File: src/hw/rtl/tbfm_pkg.sv
// Shared types, constants and helpers for the triple-buffer frame manager.
// No dependencies; every other file refers to it by scoped names.
`default_nettype none

package tbfm_pkg;

  // Slot bookkeeping
  localparam int SLOT_COUNT = 3;
  localparam int SLOT_W     = 2;
  localparam logic [SLOT_W-1:0] NO_SLOT = 2'd3;

  // Field widths
  localparam int KIND_W   = 3;
  localparam int LEN_W    = 24;
  localparam int TIME_W   = 48;
  localparam int CNT_W    = 32;
  localparam int RATE_W   = 16;
  localparam int REG_W    = 32;
  localparam int PROD_W   = 2 * CNT_W;
  localparam int FRAC_W   = 8;
  localparam int CFG_IDX_W = 1;

  // Command kinds of an input item
  localparam logic [KIND_W-1:0] KIND_CLAIM       = 3'd0;
  localparam logic [KIND_W-1:0] KIND_COMMIT      = 3'd1;
  localparam logic [KIND_W-1:0] KIND_ACQUIRE     = 3'd2;
  localparam logic [KIND_W-1:0] KIND_DROP        = 3'd3;
  localparam logic [KIND_W-1:0] KIND_RESET_STATS = 3'd4;
  localparam logic [KIND_W-1:0] KIND_CLEAR       = 3'd5;
  localparam logic [KIND_W-1:0] KIND_RECONFIG    = 3'd6;

  // Configuration register indexes
  localparam logic [CFG_IDX_W-1:0] CFG_TICKS_PER_SEC = 1'd0;
  localparam logic [CFG_IDX_W-1:0] CFG_RECENT_WINDOW = 1'd1;

  // Configuration reset values
  localparam logic [REG_W-1:0] TICKS_PER_SEC_RST = 32'd10000000;
  localparam logic [REG_W-1:0] RECENT_WINDOW_RST = 32'd10000000;

  // Controller to datapath commands
  typedef struct packed {
    logic capture;     // latch the input item
    logic execute;     // apply the item to the state
    logic mul;         // form frames * ticks product
    logic div_start;   // launch the rate divider
    logic rate_wr;     // store the divider result as the rate
    logic out_load;    // load the result register
  } tbfm_cmd_t;

  // Datapath to controller status
  typedef struct packed {
    logic need_rate;   // current commit closes the rate window
    logic div_done;    // divider result ready
  } tbfm_stat_t;

  // Lowest slot that is neither pending nor held
  function automatic logic [SLOT_W-1:0] pick_free(input logic [SLOT_W-1:0] pend,
                                                  input logic [SLOT_W-1:0] held);
    logic [SLOT_W-1:0] res;
    res = '0;
    for (int i = SLOT_COUNT - 1; i >= 0; i--) begin
      if (SLOT_W'(i) != pend && SLOT_W'(i) != held) begin
        res = SLOT_W'(i);
      end
    end
    return res;
  endfunction

endpackage

`default_nettype wire

File: src/hw/rtl/tbfm_div.sv
// Restoring serial divider for the frame rate: floor(num * 256 / den), saturated.
// Uses tbfm_pkg for widths; one quotient bit per cycle.
`default_nettype none

module tbfm_div (
  input  wire logic                        clk,
  input  wire logic                        rst_n,
  input  wire logic                        start,
  input  wire logic [tbfm_pkg::PROD_W-1:0] num,
  input  wire logic [tbfm_pkg::TIME_W-1:0] den,
  output logic                             done,
  output logic [tbfm_pkg::RATE_W-1:0]      quot
);

  localparam int CW = $clog2(tbfm_pkg::RATE_W);
  localparam int TW = tbfm_pkg::TIME_W;

  logic            busy_r;
  logic            done_r;
  logic [CW-1:0]   cnt_r;
  logic            ovf_r;
  logic [TW-1:0]   rem_r;
  logic [TW-1:0]   den_r;
  logic [tbfm_pkg::RATE_W-1:0] sh_r;
  logic [tbfm_pkg::RATE_W-1:0] q_r;

  logic [TW:0]     cand;
  logic            ge;
  logic [TW-1:0]   diff;
  logic [TW-1:0]   rem_nxt;

  // Trial subtract for one quotient bit; a kept difference is below den
  assign cand    = {rem_r, sh_r[tbfm_pkg::RATE_W-1]};
  assign ge      = cand >= {1'b0, den_r};
  assign diff    = cand[TW-1:0] - den_r;
  assign rem_nxt = ge ? diff : cand[TW-1:0];

  // Sequence control
  always_ff @(posedge clk) begin
    if (!rst_n) begin
      busy_r <= 1'b0;
      done_r <= 1'b0;
      cnt_r  <= '0;
    end else begin
      done_r <= 1'b0;
      if (start) begin
        busy_r <= 1'b1;
        cnt_r  <= '0;
      end else if (busy_r) begin
        cnt_r <= cnt_r + 1'b1;
        if (cnt_r == CW'(tbfm_pkg::RATE_W - 1)) begin
          busy_r <= 1'b0;
          done_r <= 1'b1;
        end
      end
    end
  end

  // Remainder and quotient shift; the high part of the dividend seeds the remainder
  always_ff @(posedge clk) begin
    if (start) begin
      ovf_r <= num >= {den, {tbfm_pkg::FRAC_W{1'b0}}};
      rem_r <= num[tbfm_pkg::FRAC_W +: TW];
      den_r <= den;
      sh_r  <= {num[tbfm_pkg::FRAC_W-1:0], {(tbfm_pkg::RATE_W - tbfm_pkg::FRAC_W){1'b0}}};
      q_r   <= '0;
    end else if (busy_r) begin
      rem_r <= rem_nxt;
      sh_r  <= {sh_r[tbfm_pkg::RATE_W-2:0], 1'b0};
      q_r   <= {q_r[tbfm_pkg::RATE_W-2:0], ge};
    end
  end

  assign done = done_r;
  assign quot = ovf_r ? {tbfm_pkg::RATE_W{1'b1}} : q_r;

endmodule

`default_nettype wire

File: src/hw/rtl/tbfm_dp.sv
// Datapath of the frame manager: slot state, counters, rate window, result register.
// Uses tbfm_pkg and instantiates tbfm_div; driven by tbfm_ctrl commands.
`default_nettype none

module tbfm_dp (
  input  wire logic                           clk,
  input  wire logic                           rst_n,
  input  wire tbfm_pkg::tbfm_cmd_t            cmd,
  output tbfm_pkg::tbfm_stat_t                stat,
  input  wire logic                           cfg_we,
  input  wire logic [tbfm_pkg::CFG_IDX_W-1:0] cfg_index,
  input  wire logic [tbfm_pkg::REG_W-1:0]     cfg_data,
  input  wire logic [tbfm_pkg::KIND_W-1:0]    in_kind,
  input  wire logic [tbfm_pkg::LEN_W-1:0]     in_frame_length,
  input  wire logic [tbfm_pkg::TIME_W-1:0]    in_now,
  output logic [tbfm_pkg::SLOT_W-1:0]         out_write_slot,
  output logic                                out_is_new,
  output logic                                out_read_valid,
  output logic [tbfm_pkg::SLOT_W-1:0]         out_read_slot,
  output logic [tbfm_pkg::LEN_W-1:0]          out_read_size,
  output logic [tbfm_pkg::CNT_W-1:0]          out_read_sequence,
  output logic [tbfm_pkg::CNT_W-1:0]          out_received_count,
  output logic [tbfm_pkg::CNT_W-1:0]          out_dropped_count,
  output logic [tbfm_pkg::CNT_W-1:0]          out_displayed_count,
  output logic [tbfm_pkg::RATE_W-1:0]         out_rate_fixed,
  output logic                                out_recent
);

  localparam int TW = tbfm_pkg::TIME_W;
  localparam int CW = tbfm_pkg::CNT_W;
  localparam int SW = tbfm_pkg::SLOT_W;

  // Configuration
  logic [tbfm_pkg::REG_W-1:0] tps_r;
  logic [tbfm_pkg::REG_W-1:0] rwin_r;

  // Latched item
  logic [tbfm_pkg::KIND_W-1:0] kind_r;
  logic [tbfm_pkg::LEN_W-1:0]  len_r;
  logic [TW-1:0]               now_r;

  // Architectural state
  logic [SW-1:0]               pend_r;
  logic [SW-1:0]               held_r;
  logic [SW-1:0]               claim_r;
  logic [tbfm_pkg::LEN_W-1:0]  sizes_r [tbfm_pkg::SLOT_COUNT];
  logic [CW-1:0]               seq_r;
  logic [CW-1:0]               held_seq_r;
  logic [CW-1:0]               recv_r;
  logic [CW-1:0]               drop_r;
  logic [CW-1:0]               disp_r;
  logic [TW-1:0]               last_r;
  logic [TW-1:0]               ws_r;
  logic [CW-1:0]               wf_r;
  logic [tbfm_pkg::RATE_W-1:0] rate_r;
  logic                        is_new_r;

  // Rate computation operands
  logic [CW-1:0]               frames_r;
  logic [tbfm_pkg::REG_W-1:0]  tps_lat_r;
  logic [TW-1:0]               elapsed_r;
  logic [tbfm_pkg::PROD_W-1:0] prod_r;

  logic [tbfm_pkg::REG_W-1:0]  tps_eff;
  logic [TW-1:0]               ws_eff;
  logic [CW-1:0]               wf_eff;
  logic [TW-1:0]               elapsed;
  logic                        close_win;
  logic                        div_done;
  logic [tbfm_pkg::RATE_W-1:0] div_quot;

  logic                        rd_valid;
  logic [tbfm_pkg::LEN_W-1:0]  rd_size;
  logic [TW-1:0]               age;
  logic                        recent;

  // Rate window bookkeeping for a commit
  assign tps_eff   = (tps_r == '0) ? tbfm_pkg::REG_W'(1) : tps_r;
  assign ws_eff    = (ws_r == '0) ? now_r : ws_r;
  assign wf_eff    = ((ws_r == '0) ? '0 : wf_r) + 1'b1;
  assign elapsed   = now_r - ws_eff;
  assign close_win = (now_r >= ws_eff) && (elapsed >= TW'(tps_eff));

  assign stat.need_rate = (kind_r == tbfm_pkg::KIND_COMMIT) && close_win;
  assign stat.div_done  = div_done;

  // Configuration writes
  always_ff @(posedge clk) begin
    if (!rst_n) begin
      tps_r  <= tbfm_pkg::TICKS_PER_SEC_RST;
      rwin_r <= tbfm_pkg::RECENT_WINDOW_RST;
    end else if (cfg_we) begin
      unique case (cfg_index)
        tbfm_pkg::CFG_TICKS_PER_SEC: tps_r  <= cfg_data;
        tbfm_pkg::CFG_RECENT_WINDOW: rwin_r <= cfg_data;
        default: ;
      endcase
    end
  end

  // Capture the accepted item
  always_ff @(posedge clk) begin
    if (cmd.capture) begin
      kind_r <= in_kind;
      len_r  <= in_frame_length;
      now_r  <= in_now;
    end
  end

  // Apply the item to the frame state
  always_ff @(posedge clk) begin
    if (!rst_n) begin
      pend_r     <= tbfm_pkg::NO_SLOT;
      held_r     <= tbfm_pkg::NO_SLOT;
      claim_r    <= '0;
      for (int i = 0; i < tbfm_pkg::SLOT_COUNT; i++) sizes_r[i] <= '0;
      seq_r      <= '0;
      held_seq_r <= '0;
      recv_r     <= '0;
      drop_r     <= '0;
      disp_r     <= '0;
      last_r     <= '0;
      ws_r       <= '0;
      wf_r       <= '0;
      rate_r     <= '0;
      is_new_r   <= 1'b0;
    end else if (cmd.execute) begin
      is_new_r <= 1'b0;
      unique case (kind_r)
        tbfm_pkg::KIND_CLAIM: begin
          claim_r <= tbfm_pkg::pick_free(pend_r, held_r);
        end
        tbfm_pkg::KIND_COMMIT: begin
          if (pend_r != tbfm_pkg::NO_SLOT) drop_r <= drop_r + 1'b1;
          if (claim_r < SW'(tbfm_pkg::SLOT_COUNT)) sizes_r[claim_r] <= len_r;
          pend_r <= claim_r;
          seq_r  <= seq_r + 1'b1;
          recv_r <= recv_r + 1'b1;
          last_r <= now_r;
          if (close_win) begin
            ws_r <= now_r;
            wf_r <= '0;
          end else begin
            ws_r <= ws_eff;
            wf_r <= wf_eff;
          end
        end
        tbfm_pkg::KIND_ACQUIRE: begin
          if (pend_r != tbfm_pkg::NO_SLOT) begin
            held_r     <= pend_r;
            pend_r     <= tbfm_pkg::NO_SLOT;
            held_seq_r <= seq_r;
            disp_r     <= disp_r + 1'b1;
            is_new_r   <= 1'b1;
          end
        end
        tbfm_pkg::KIND_DROP: begin
          pend_r <= tbfm_pkg::NO_SLOT;
        end
        tbfm_pkg::KIND_RESET_STATS: begin
          recv_r <= '0;
          drop_r <= '0;
          disp_r <= '0;
          rate_r <= '0;
          ws_r   <= '0;
          wf_r   <= '0;
        end
        tbfm_pkg::KIND_CLEAR: begin
          pend_r <= tbfm_pkg::NO_SLOT;
          held_r <= tbfm_pkg::NO_SLOT;
        end
        tbfm_pkg::KIND_RECONFIG: begin
          pend_r     <= tbfm_pkg::NO_SLOT;
          held_r     <= tbfm_pkg::NO_SLOT;
          claim_r    <= '0;
          for (int i = 0; i < tbfm_pkg::SLOT_COUNT; i++) sizes_r[i] <= '0;
          seq_r      <= '0;
          held_seq_r <= '0;
          recv_r     <= '0;
          drop_r     <= '0;
          disp_r     <= '0;
          last_r     <= '0;
          ws_r       <= '0;
          wf_r       <= '0;
          rate_r     <= '0;
        end
        default: ;
      endcase
    end else if (cmd.rate_wr) begin
      rate_r <= div_quot;
    end
  end

  // Hold the rate operands of a closing window
  always_ff @(posedge clk) begin
    if (cmd.execute) begin
      frames_r  <= wf_eff;
      tps_lat_r <= tps_eff;
      elapsed_r <= elapsed;
    end
    if (cmd.mul) begin
      prod_r <= tbfm_pkg::PROD_W'(frames_r) * tbfm_pkg::PROD_W'(tps_lat_r);
    end
  end

  tbfm_div u_div (
    .clk   (clk),
    .rst_n (rst_n),
    .start (cmd.div_start),
    .num   (prod_r),
    .den   (elapsed_r),
    .done  (div_done),
    .quot  (div_quot)
  );

  // Read-side view of the held slot
  assign rd_valid = held_r < SW'(tbfm_pkg::SLOT_COUNT);
  always_comb begin
    case (held_r)
      2'd0:    rd_size = sizes_r[0];
      2'd1:    rd_size = sizes_r[1];
      2'd2:    rd_size = sizes_r[2];
      default: rd_size = '0;
    endcase
  end

  // Recent arrival flag against the item's timestamp
  assign age    = now_r - last_r;
  assign recent = (last_r != '0) && ((now_r < last_r) || (age <= TW'(rwin_r)));

  // Result register
  always_ff @(posedge clk) begin
    if (cmd.out_load) begin
      out_write_slot      <= claim_r;
      out_is_new          <= is_new_r;
      out_read_valid      <= rd_valid;
      out_read_slot       <= rd_valid ? held_r : '0;
      out_read_size       <= rd_size;
      out_read_sequence   <= rd_valid ? held_seq_r : '0;
      out_received_count  <= recv_r;
      out_dropped_count   <= drop_r;
      out_displayed_count <= disp_r;
      out_rate_fixed      <= rate_r;
      out_recent          <= recent;
    end
  end

endmodule

`default_nettype wire

File: src/hw/rtl/tbfm_ctrl.sv
// Controller of the frame manager: sequences capture, update, rate division, result.
// Uses tbfm_pkg command and status types; pairs with tbfm_dp.
`default_nettype none

module tbfm_ctrl (
  input  wire logic                 clk,
  input  wire logic                 rst_n,
  input  wire logic                 in_valid,
  output logic                      in_stall,
  output logic                      out_valid,
  input  wire logic                 out_stall,
  input  wire tbfm_pkg::tbfm_stat_t stat,
  output tbfm_pkg::tbfm_cmd_t       cmd
);

  localparam logic [2:0] S_IDLE     = 3'd0;
  localparam logic [2:0] S_EXEC     = 3'd1;
  localparam logic [2:0] S_MUL      = 3'd2;
  localparam logic [2:0] S_DIV_GO   = 3'd3;
  localparam logic [2:0] S_DIV_WAIT = 3'd4;
  localparam logic [2:0] S_FIN      = 3'd5;

  logic [2:0] state_r;
  logic [2:0] state_nxt;
  logic       ovalid_r;
  logic       ovalid_nxt;
  logic       out_free;

  assign out_free = !ovalid_r || !out_stall;

  // Next state and commands
  always_comb begin
    state_nxt = state_r;
    cmd       = '0;
    unique case (state_r)
      S_IDLE: begin
        cmd.capture = in_valid;
        if (in_valid) state_nxt = S_EXEC;
      end
      S_EXEC: begin
        cmd.execute = 1'b1;
        state_nxt   = stat.need_rate ? S_MUL : S_FIN;
      end
      S_MUL: begin
        cmd.mul   = 1'b1;
        state_nxt = S_DIV_GO;
      end
      S_DIV_GO: begin
        cmd.div_start = 1'b1;
        state_nxt     = S_DIV_WAIT;
      end
      S_DIV_WAIT: begin
        if (stat.div_done) begin
          cmd.rate_wr = 1'b1;
          state_nxt   = S_FIN;
        end
      end
      S_FIN: begin
        if (out_free) begin
          cmd.out_load = 1'b1;
          state_nxt    = S_IDLE;
        end
      end
      default: state_nxt = S_IDLE;
    endcase
  end

  // Result valid: set on load, drop once taken
  always_comb begin
    ovalid_nxt = ovalid_r;
    if (cmd.out_load) begin
      ovalid_nxt = 1'b1;
    end else if (ovalid_r && !out_stall) begin
      ovalid_nxt = 1'b0;
    end
  end

  always_ff @(posedge clk) begin
    if (!rst_n) begin
      state_r  <= S_IDLE;
      ovalid_r <= 1'b0;
    end else begin
      state_r  <= state_nxt;
      ovalid_r <= ovalid_nxt;
    end
  end

  assign in_stall  = (state_r != S_IDLE);
  assign out_valid = ovalid_r;

endmodule

`default_nettype wire

File: src/hw/rtl/triple_buffer_frame_manager.sv
// Top level of the triple-buffer frame manager: controller, datapath, config port.
// Depends on tbfm_pkg, tbfm_ctrl, tbfm_dp (which holds tbfm_div).
//
// Usage:
//  - Input channel (in_valid / in_stall): one command item with kind, frame length
//    and timestamp. An item is taken when in_valid is high and in_stall is low.
//  - Result channel (out_valid / out_stall): exactly one status item per command,
//    showing slots, frame size and sequence, counters, rate (8.8) and recent flag.
//  - Config channel (cfg_valid / cfg_ready, cfg_index, cfg_data): index 0 is ticks
//    per second, index 1 the recent window. cfg_ready is always high; write only
//    while no command is in flight.
//  - Sequence: an accepted item is captured, applied to the state, then loaded
//    into the result register. A commit that closes the one-second rate window
//    adds a multiply and a 16-step serial divide before the load.
//  - in_stall stays high until the previous item's result is loaded: one item at a time.
//  - A finished result waits in the output register; the next item is accepted
//    while it waits, and its result is held until the register frees up.
//  - Reset (rst_n low, synchronous): slots none pending or held, counters and
//    rate zero, configuration at 10000000 ticks for both registers.
`default_nettype none

module triple_buffer_frame_manager (
  input  wire logic                           clk,
  input  wire logic                           rst_n,
  input  wire logic                           in_valid,
  output logic                                in_stall,
  input  wire logic [tbfm_pkg::KIND_W-1:0]    in_kind,
  input  wire logic [tbfm_pkg::LEN_W-1:0]     in_frame_length,
  input  wire logic [tbfm_pkg::TIME_W-1:0]    in_now,
  output logic                                out_valid,
  input  wire logic                           out_stall,
  output logic [tbfm_pkg::SLOT_W-1:0]         out_write_slot,
  output logic                                out_is_new,
  output logic                                out_read_valid,
  output logic [tbfm_pkg::SLOT_W-1:0]         out_read_slot,
  output logic [tbfm_pkg::LEN_W-1:0]          out_read_size,
  output logic [tbfm_pkg::CNT_W-1:0]          out_read_sequence,
  output logic [tbfm_pkg::CNT_W-1:0]          out_received_count,
  output logic [tbfm_pkg::CNT_W-1:0]          out_dropped_count,
  output logic [tbfm_pkg::CNT_W-1:0]          out_displayed_count,
  output logic [tbfm_pkg::RATE_W-1:0]         out_rate_fixed,
  output logic                                out_recent,
  input  wire logic                           cfg_valid,
  output logic                                cfg_ready,
  input  wire logic [tbfm_pkg::CFG_IDX_W-1:0] cfg_index,
  input  wire logic [tbfm_pkg::REG_W-1:0]     cfg_data
);

  tbfm_pkg::tbfm_cmd_t  cmd;
  tbfm_pkg::tbfm_stat_t stat;

  // Config writes are never held off; each is registered directly
  assign cfg_ready = 1'b1;

  tbfm_ctrl u_ctrl (
    .clk       (clk),
    .rst_n     (rst_n),
    .in_valid  (in_valid),
    .in_stall  (in_stall),
    .out_valid (out_valid),
    .out_stall (out_stall),
    .stat      (stat),
    .cmd       (cmd)
  );

  tbfm_dp u_dp (
    .clk                 (clk),
    .rst_n               (rst_n),
    .cmd                 (cmd),
    .stat                (stat),
    .cfg_we              (cfg_valid & cfg_ready),
    .cfg_index           (cfg_index),
    .cfg_data            (cfg_data),
    .in_kind             (in_kind),
    .in_frame_length     (in_frame_length),
    .in_now              (in_now),
    .out_write_slot      (out_write_slot),
    .out_is_new          (out_is_new),
    .out_read_valid      (out_read_valid),
    .out_read_slot       (out_read_slot),
    .out_read_size       (out_read_size),
    .out_read_sequence   (out_read_sequence),
    .out_received_count  (out_received_count),
    .out_dropped_count   (out_dropped_count),
    .out_displayed_count (out_displayed_count),
    .out_rate_fixed      (out_rate_fixed),
    .out_recent          (out_recent)
  );

endmodule

`default_nettype wire
File: config.mk
export PLATFORM = sky130hd
export DESIGN_NAME = triple_buffer_frame_manager
export DESIGN_NICKNAME = d
export VERILOG_FILES = /design/src/hw/rtl/tbfm_pkg.sv /design/src/hw/rtl/tbfm_div.sv /design/src/hw/rtl/tbfm_dp.sv /design/src/hw/rtl/tbfm_ctrl.sv /design/src/hw/rtl/triple_buffer_frame_manager.sv
export SDC_FILE = /design/constraint.sdc
export NUM_CORES = 2
export LEC_CHECK = 0
export BUFFER_PORTS_ARGS = -buffer_cell sky130_fd_sc_hd__buf_2
export CAP_MARGIN = 20
export CORE_MARGIN = 2
export CORE_UTILIZATION = 45
export DETAILED_ROUTE_END_ITERATION = 7
export GPL_ROUTABILITY_DRIVEN = 0
export PLACE_DENSITY = 0.69
export SYNTH_ARGS = -nofsm -noshare
export SYNTH_HDL_FRONTEND = slang
export SYNTH_SLANG_ARGS = --single-unit
File: constraint.sdc
create_clock -name clk -period 13.8 [get_ports clk]
set_clock_uncertainty 0.05 [all_clocks]
set_input_delay 2.76 -clock clk [delete_from_list [all_inputs] [get_ports clk]]
set_output_delay 2.76 -clock clk [all_outputs]
set_load 0.01 [all_outputs]
[Word-level counts from Yosys, hierarchy flattened]
Memory sizes are Yosys's and may differ from the RTL's.
Index checks and enable logic that the tools add are counted.
Operators by class
  add/subtract/negate cells: 9
  $mul: 1
  magnitude comparators: 8
  equality and inequality tests: 25
  multiplexer cells: 71
  bitwise logic cells: 6
  reduce and logical (&&, ||, !) cells: 48
Operator list (count)
  $pmux 32 s2: 6
  $mux 48: 5
  $mux 32: 6
  $pmux 48 s2: 2
  $add 32x1->32 const B: 5
  $sub 48x48->48: 3
  $mux 16: 6
  $mux 24: 4
  $pmux 24 s3: 1
  $ge 64x56->1: 1
  $mul 32x32->64: 1
  $ge 49x48->1: 1
  $ge 48x32->1: 1
  $ge 48x48->1: 1
  $le 48x32->1: 1
  $logic_not 48->1: 1
  $lt 48x48->1: 1
  $reduce_bool 48->1: 1
  $logic_not 32->1: 1
  $mux 1: 27
  $reduce_or 24->1: 1
  $reduce_bool 2->1: 11
  $pmux 3 s6: 1
  $reduce_and 3->1: 6
  27 further kinds: 74
Storage, ports and cells
  register bits after elaboration: 932
  bits in writable memories: 72
  logic and storage cells: 212
  memories kept: 1
Memories
  u_dp.sizes_r: words 3, width 24, rd ports 3, clocked after Yosys merged registers in 0, wr ports 3, line tbfm_dp.sv:46  | logic [tbfm_pkg::LEN_W-1:0] sizes_r [tbfm_pkg::SLOT_COUNT];

[Depth between registers and ports, before layout]
  depth after elaboration: 8
  depth in mapped cells: 33
  mapped depth without buffers: 30

[By module]
From an unflattened synthesis, not the netlist that was laid out.
Second synthesis, totals
  cells, all modules: 8278
  area total of the unflattened synthesis: 81823.5 um^2
Modules (own cells, without submodules)
  tbfm_dp: times used 1, cells each 7251, area an instance 72164.2 um^2
  tbfm_div: times used 1, cells each 992, area an instance 9374.0 um^2
  tbfm_ctrl: times used 1, cells each 33, area an instance 274.0 um^2
  triple_buffer_frame_manager: times used 1, cells each 2, area an instance 11.3 um^2

[Least setup slack after synthesis]
OpenSTA, ideal clock, no wires.
  path type: input port to flip-flop
  start point: input out_stall
  end point: register u_dp.out_displayed_count[0] (netlist bit) (enable)
  setup time: 0.768 ns
  arrival time: 11.184 ns
  data required time: 12.982 ns
  setup slack: 1.798 ns
  cell stages on the path: 1
  buffers on the path: 0
  path through: a21oi_1
Between the ends
  longest elaborated chain between the ends: 4
RTL lines
  start, declared: line triple_buffer_frame_manager.sv:31  | input wire logic out_stall,
  $logic_not 1->1: line tbfm_ctrl.sv:29  | assign out_free = !ovalid_r || !out_stall;
  $logic_or 1x1->1: line tbfm_ctrl.sv:29
  $mux 1: line tbfm_ctrl.sv:59  | if (out_free) begin
  $mux 1: line tbfm_ctrl.sv:35  | unique case (state_r)
  end signal, assigned: line tbfm_dp.sv:242  | out_displayed_count <= disp_r;
  end, declared: line tbfm_dp.sv:24  | output logic [tbfm_pkg::CNT_W-1:0] out_displayed_count,
No other way between the ends.
A chain may end at the register's enable or synchronous reset.

[Final worst setup path]
  start point: register u_dp.frames_r[6]
  end point: register u_dp.prod_r[62] (netlist bit) (data pin)
Between the ends
  longest elaborated chain between the ends: 1
RTL lines
  start, declared: line tbfm_dp.sv:59  | logic [CW-1:0] frames_r;
  start signal, assigned: line tbfm_dp.sv:197  | frames_r <= wf_eff;
  $mul 32x32->64: line tbfm_dp.sv:202  | prod_r <= tbfm_pkg::PROD_W'(frames_r) * tbfm_pkg::PROD_W'(tps_lat_r);
  end signal, assigned: line tbfm_dp.sv:202
  end, declared: line tbfm_dp.sv:62  | logic [tbfm_pkg::PROD_W-1:0] prod_r;
No other way between the ends.

==> results.yml <==
worst_setup_path:
  required_ps: 14200
  cp_slowest_stage_delay_ps: 640
  crit_path_top_delay_cell: "edfxtp_1"
  critPathKind: "register to register"
  crit_path_end_kind: "register"
  critPathLaunchType: "register"
  critPathArrivalTime_ps: 9950
  crit_path_frequent_cell: "fa_1"
  crit_path_max_fanout: 18
sta:
  finalMaxSlewViolations: 0
  rsz0062_at_grt: "no"
  fmax_mhz: 105
  max-slew-margin-rel: 0.211
  finalCriticalPeriod_ps: 9550
  fin_crit_sh: 0.692
  setup_viol: 0
  hold_viol: 0
  worst_pin_slew_ps: 1180
  fin_setup_tns_ps: 0
clocking:
  postCtsHoldBufs: 0
  clk_pin_slew_ps: 60
  clock_path_buffers: 3
  root_buffer: "clkbuf_16"
  cts_tree: "built"
  cts_sinks: 1004
  cts_buffers: 105
  insertion_delay_ps: 750
  post_cts_resize_count: 0
  cts_setup_buffers: 0
  cts_max_level: 3
synth:
  synthTopCellsByArea: "edfxtp_1 22%, fa_1 22%, dfxtp_1 10%"
  synth_compound_area_frac: 0.102
  synthSimpleGateAreaFrac: 0.152
  synth.top_cell.area_share: 0.225
  post-synth-top-area-cell: "edfxtp_1"
  yosysSeqAreaShare: 0.325
  muxShareOfSynthArea: 0.00547
  synth_top_family_by_area: "adder cells"
  avgSynthCellArea_um2: 9.74
  ys_warn_count: 0
  syn_area_um2: 80500
  synthAdderAreaFrac: 0.305
  synth_xor_area_frac: 0.0319
  synthesis.nets: 9801
  synth-edff-count: 603
  synth.top_cells.by_count: "1,245 x inv_1, 1,101 x nand2_1, 899 x fa_1"
  synth_cells: 8264
  synth-async-reset-ratio: 0
  synth_seq_cells: 1004
  synth_ff_type: "edfxtp_1"
  synth_most_common_cell: "inv_1"
  ys_types: 83
cells_and_area:
  nets: 9867
  post-route-util: 0.492
  fillers: 16100
  layout-drive-gt1-share: 0.0686
  syn2layout_area_growth_pct: 8.95
global_route:
  grt_pass1_vias: 60400
  globalRouteTotalUtil: 0.230
  grt_start_max_net_pins: 176
  overflow: 0
  grt_pass1_wl_um: 332000
  antenna_found_initial: 9
die:
  row_count: 155
  fp.dieH_um: 427
  core_um2: 178000
  start_util: 0.452
  dieArea_um2: 182000
  die_x_um: 427
  pin_count: 291
detailed_routing:
  post_drt_wl_per_cell_um: 19.3
  totalWireLength_um: 208000
  vias_per_cell: 5.47
  firstDrtPassIters: 7
  remaining_drc_errors: 0
  ant_nets: 0
  drtIter0Drc: 4607
  via_count: 59000
status:
  status: "completed"
place:
  hpwl_um: 156000
  port_buffers: 289
hold_path:
  hold_path_class: "register to register"
run:
  cap_violations: 0
## worst max-delay path, delay by kind of cell (launching register included)
| kind | cells | cell delay [ps] |
|---|---|---|
| buffers and inverters | 7 | 660 |
| adders and majority gates | 9 | 4520 |
| and+or+nand+nor | 4 | 550 |
| DFF | 1 | 640 |
| AOI/OAI and AO/OA | 9 | 2790 |
| xor gates and xnor gates | 1 | 100 |
## cells by family after synthesis
group / count (synthesis)
AOI/OAI and AO/OA: 1270
xor gates and xnor gates: 293
adders and majority gates: 1424
buffers and inverters: 1673
DFF: 1004
muxes: 44
other: 1
and+or+nand+nor: 2555
## state kept, by name, summed over array words and instances, names as in the netlist, 48 cells and up
| register | flops |
|---|---|
| u_dp.u_div.den_r | 48 |
| u_dp.now_r | 48 |
| u_dp.ws_r | 48 |
| u_dp.elapsed_r | 48 |
| u_dp.prod_r | 64 |
| u_dp.u_div.rem_r | 48 |
| u_dp.sizes_r | 72 |
| u_dp.last_r | 48 |
## layout by cell type (no fill, tap or decap), drive strengths merged, types with 60 or more instances in the layout
cell type / Yosys / layout
fa: 899 / 899
a21o: 128 / 128
nand3: 99 / 99
a21boi: 60 / 60
a21oi: 390 / 390
a22oi: 83 / 83
and2: 491 / 491
clkbuf: 398 / 151
edfxtp: 603 / 603
nor2b: 136 / 136
xnor2: 157 / 157
nand2: 1101 / 1101
dfxtp: 401 / 401
xor2: 136 / 136
o21ai: 255 / 255
buf: 28 / 385
nand4: 92 / 92
inv: 1245 / 1250
nor2: 353 / 353
ha: 525 / 525
## routing by layer
layer  wire (µm)  vias up  global-route usage
met3       13400      437              0.0290
met4        9570        2               0.103
met1       84900    29400               0.300
li1            -    27100                   -
met2      100000     2105               0.382
met5          20        -                   0
## area by class of cell
type                       instances  area (µm²)  share of cell area
sequential                      1004       26100               0.298
antenna                            3        7.51           0.0000856
clock buffer                     151        3020              0.0344
multi-input combinational       5587       48100               0.548
timing repair buffer             385        2230              0.0254
inverter                        1247        4680              0.0534
clock inverter                    46         576             0.00656
tap                             2355        2950              0.0336
## path summary, 6_finish.rpt
kind                            slack, ps                          endpoint  depth (start not counted)                         from
worst max-delay path                 4250         u_dp.prod_r[62]$_DFFE_PP_                         30   u_dp.frames_r[6]$_DFFE_PP_
worst min-delay path                  370  u_dp.out_rate_fixed[1]$_DFFE_PP_                          0  u_dp.rate_r[1]$_SDFFE_PN0P_
worst max register to register       4250         u_dp.prod_r[62]$_DFFE_PP_                         30   u_dp.frames_r[6]$_DFFE_PP_
worst min register to register        370  u_dp.out_rate_fixed[1]$_DFFE_PP_                          0  u_dp.rate_r[1]$_SDFFE_PN0P_
## metrics by stage
step / setup WS (ps) / hold WS, ps / instance area [µm²] / cells
6_report: 4250 / 374 / 87700 / 10800
5_1_grt: 3560 / 376 / 87700 / 10800
4_1_cts: 4310 / 362 / 87600 / 10800
3_5_place_dp: 4350 / 367 / 84000 / 10600
3_3_place_gp: 4390 / 362 / 84000 / 10600
2_1_floorplan: 1800 / 358 / 80500 / 8264
Power is left out: the tool's default activity adds up to more than one toggle a clock period on the data nets, which glitch-free logic cannot reach.
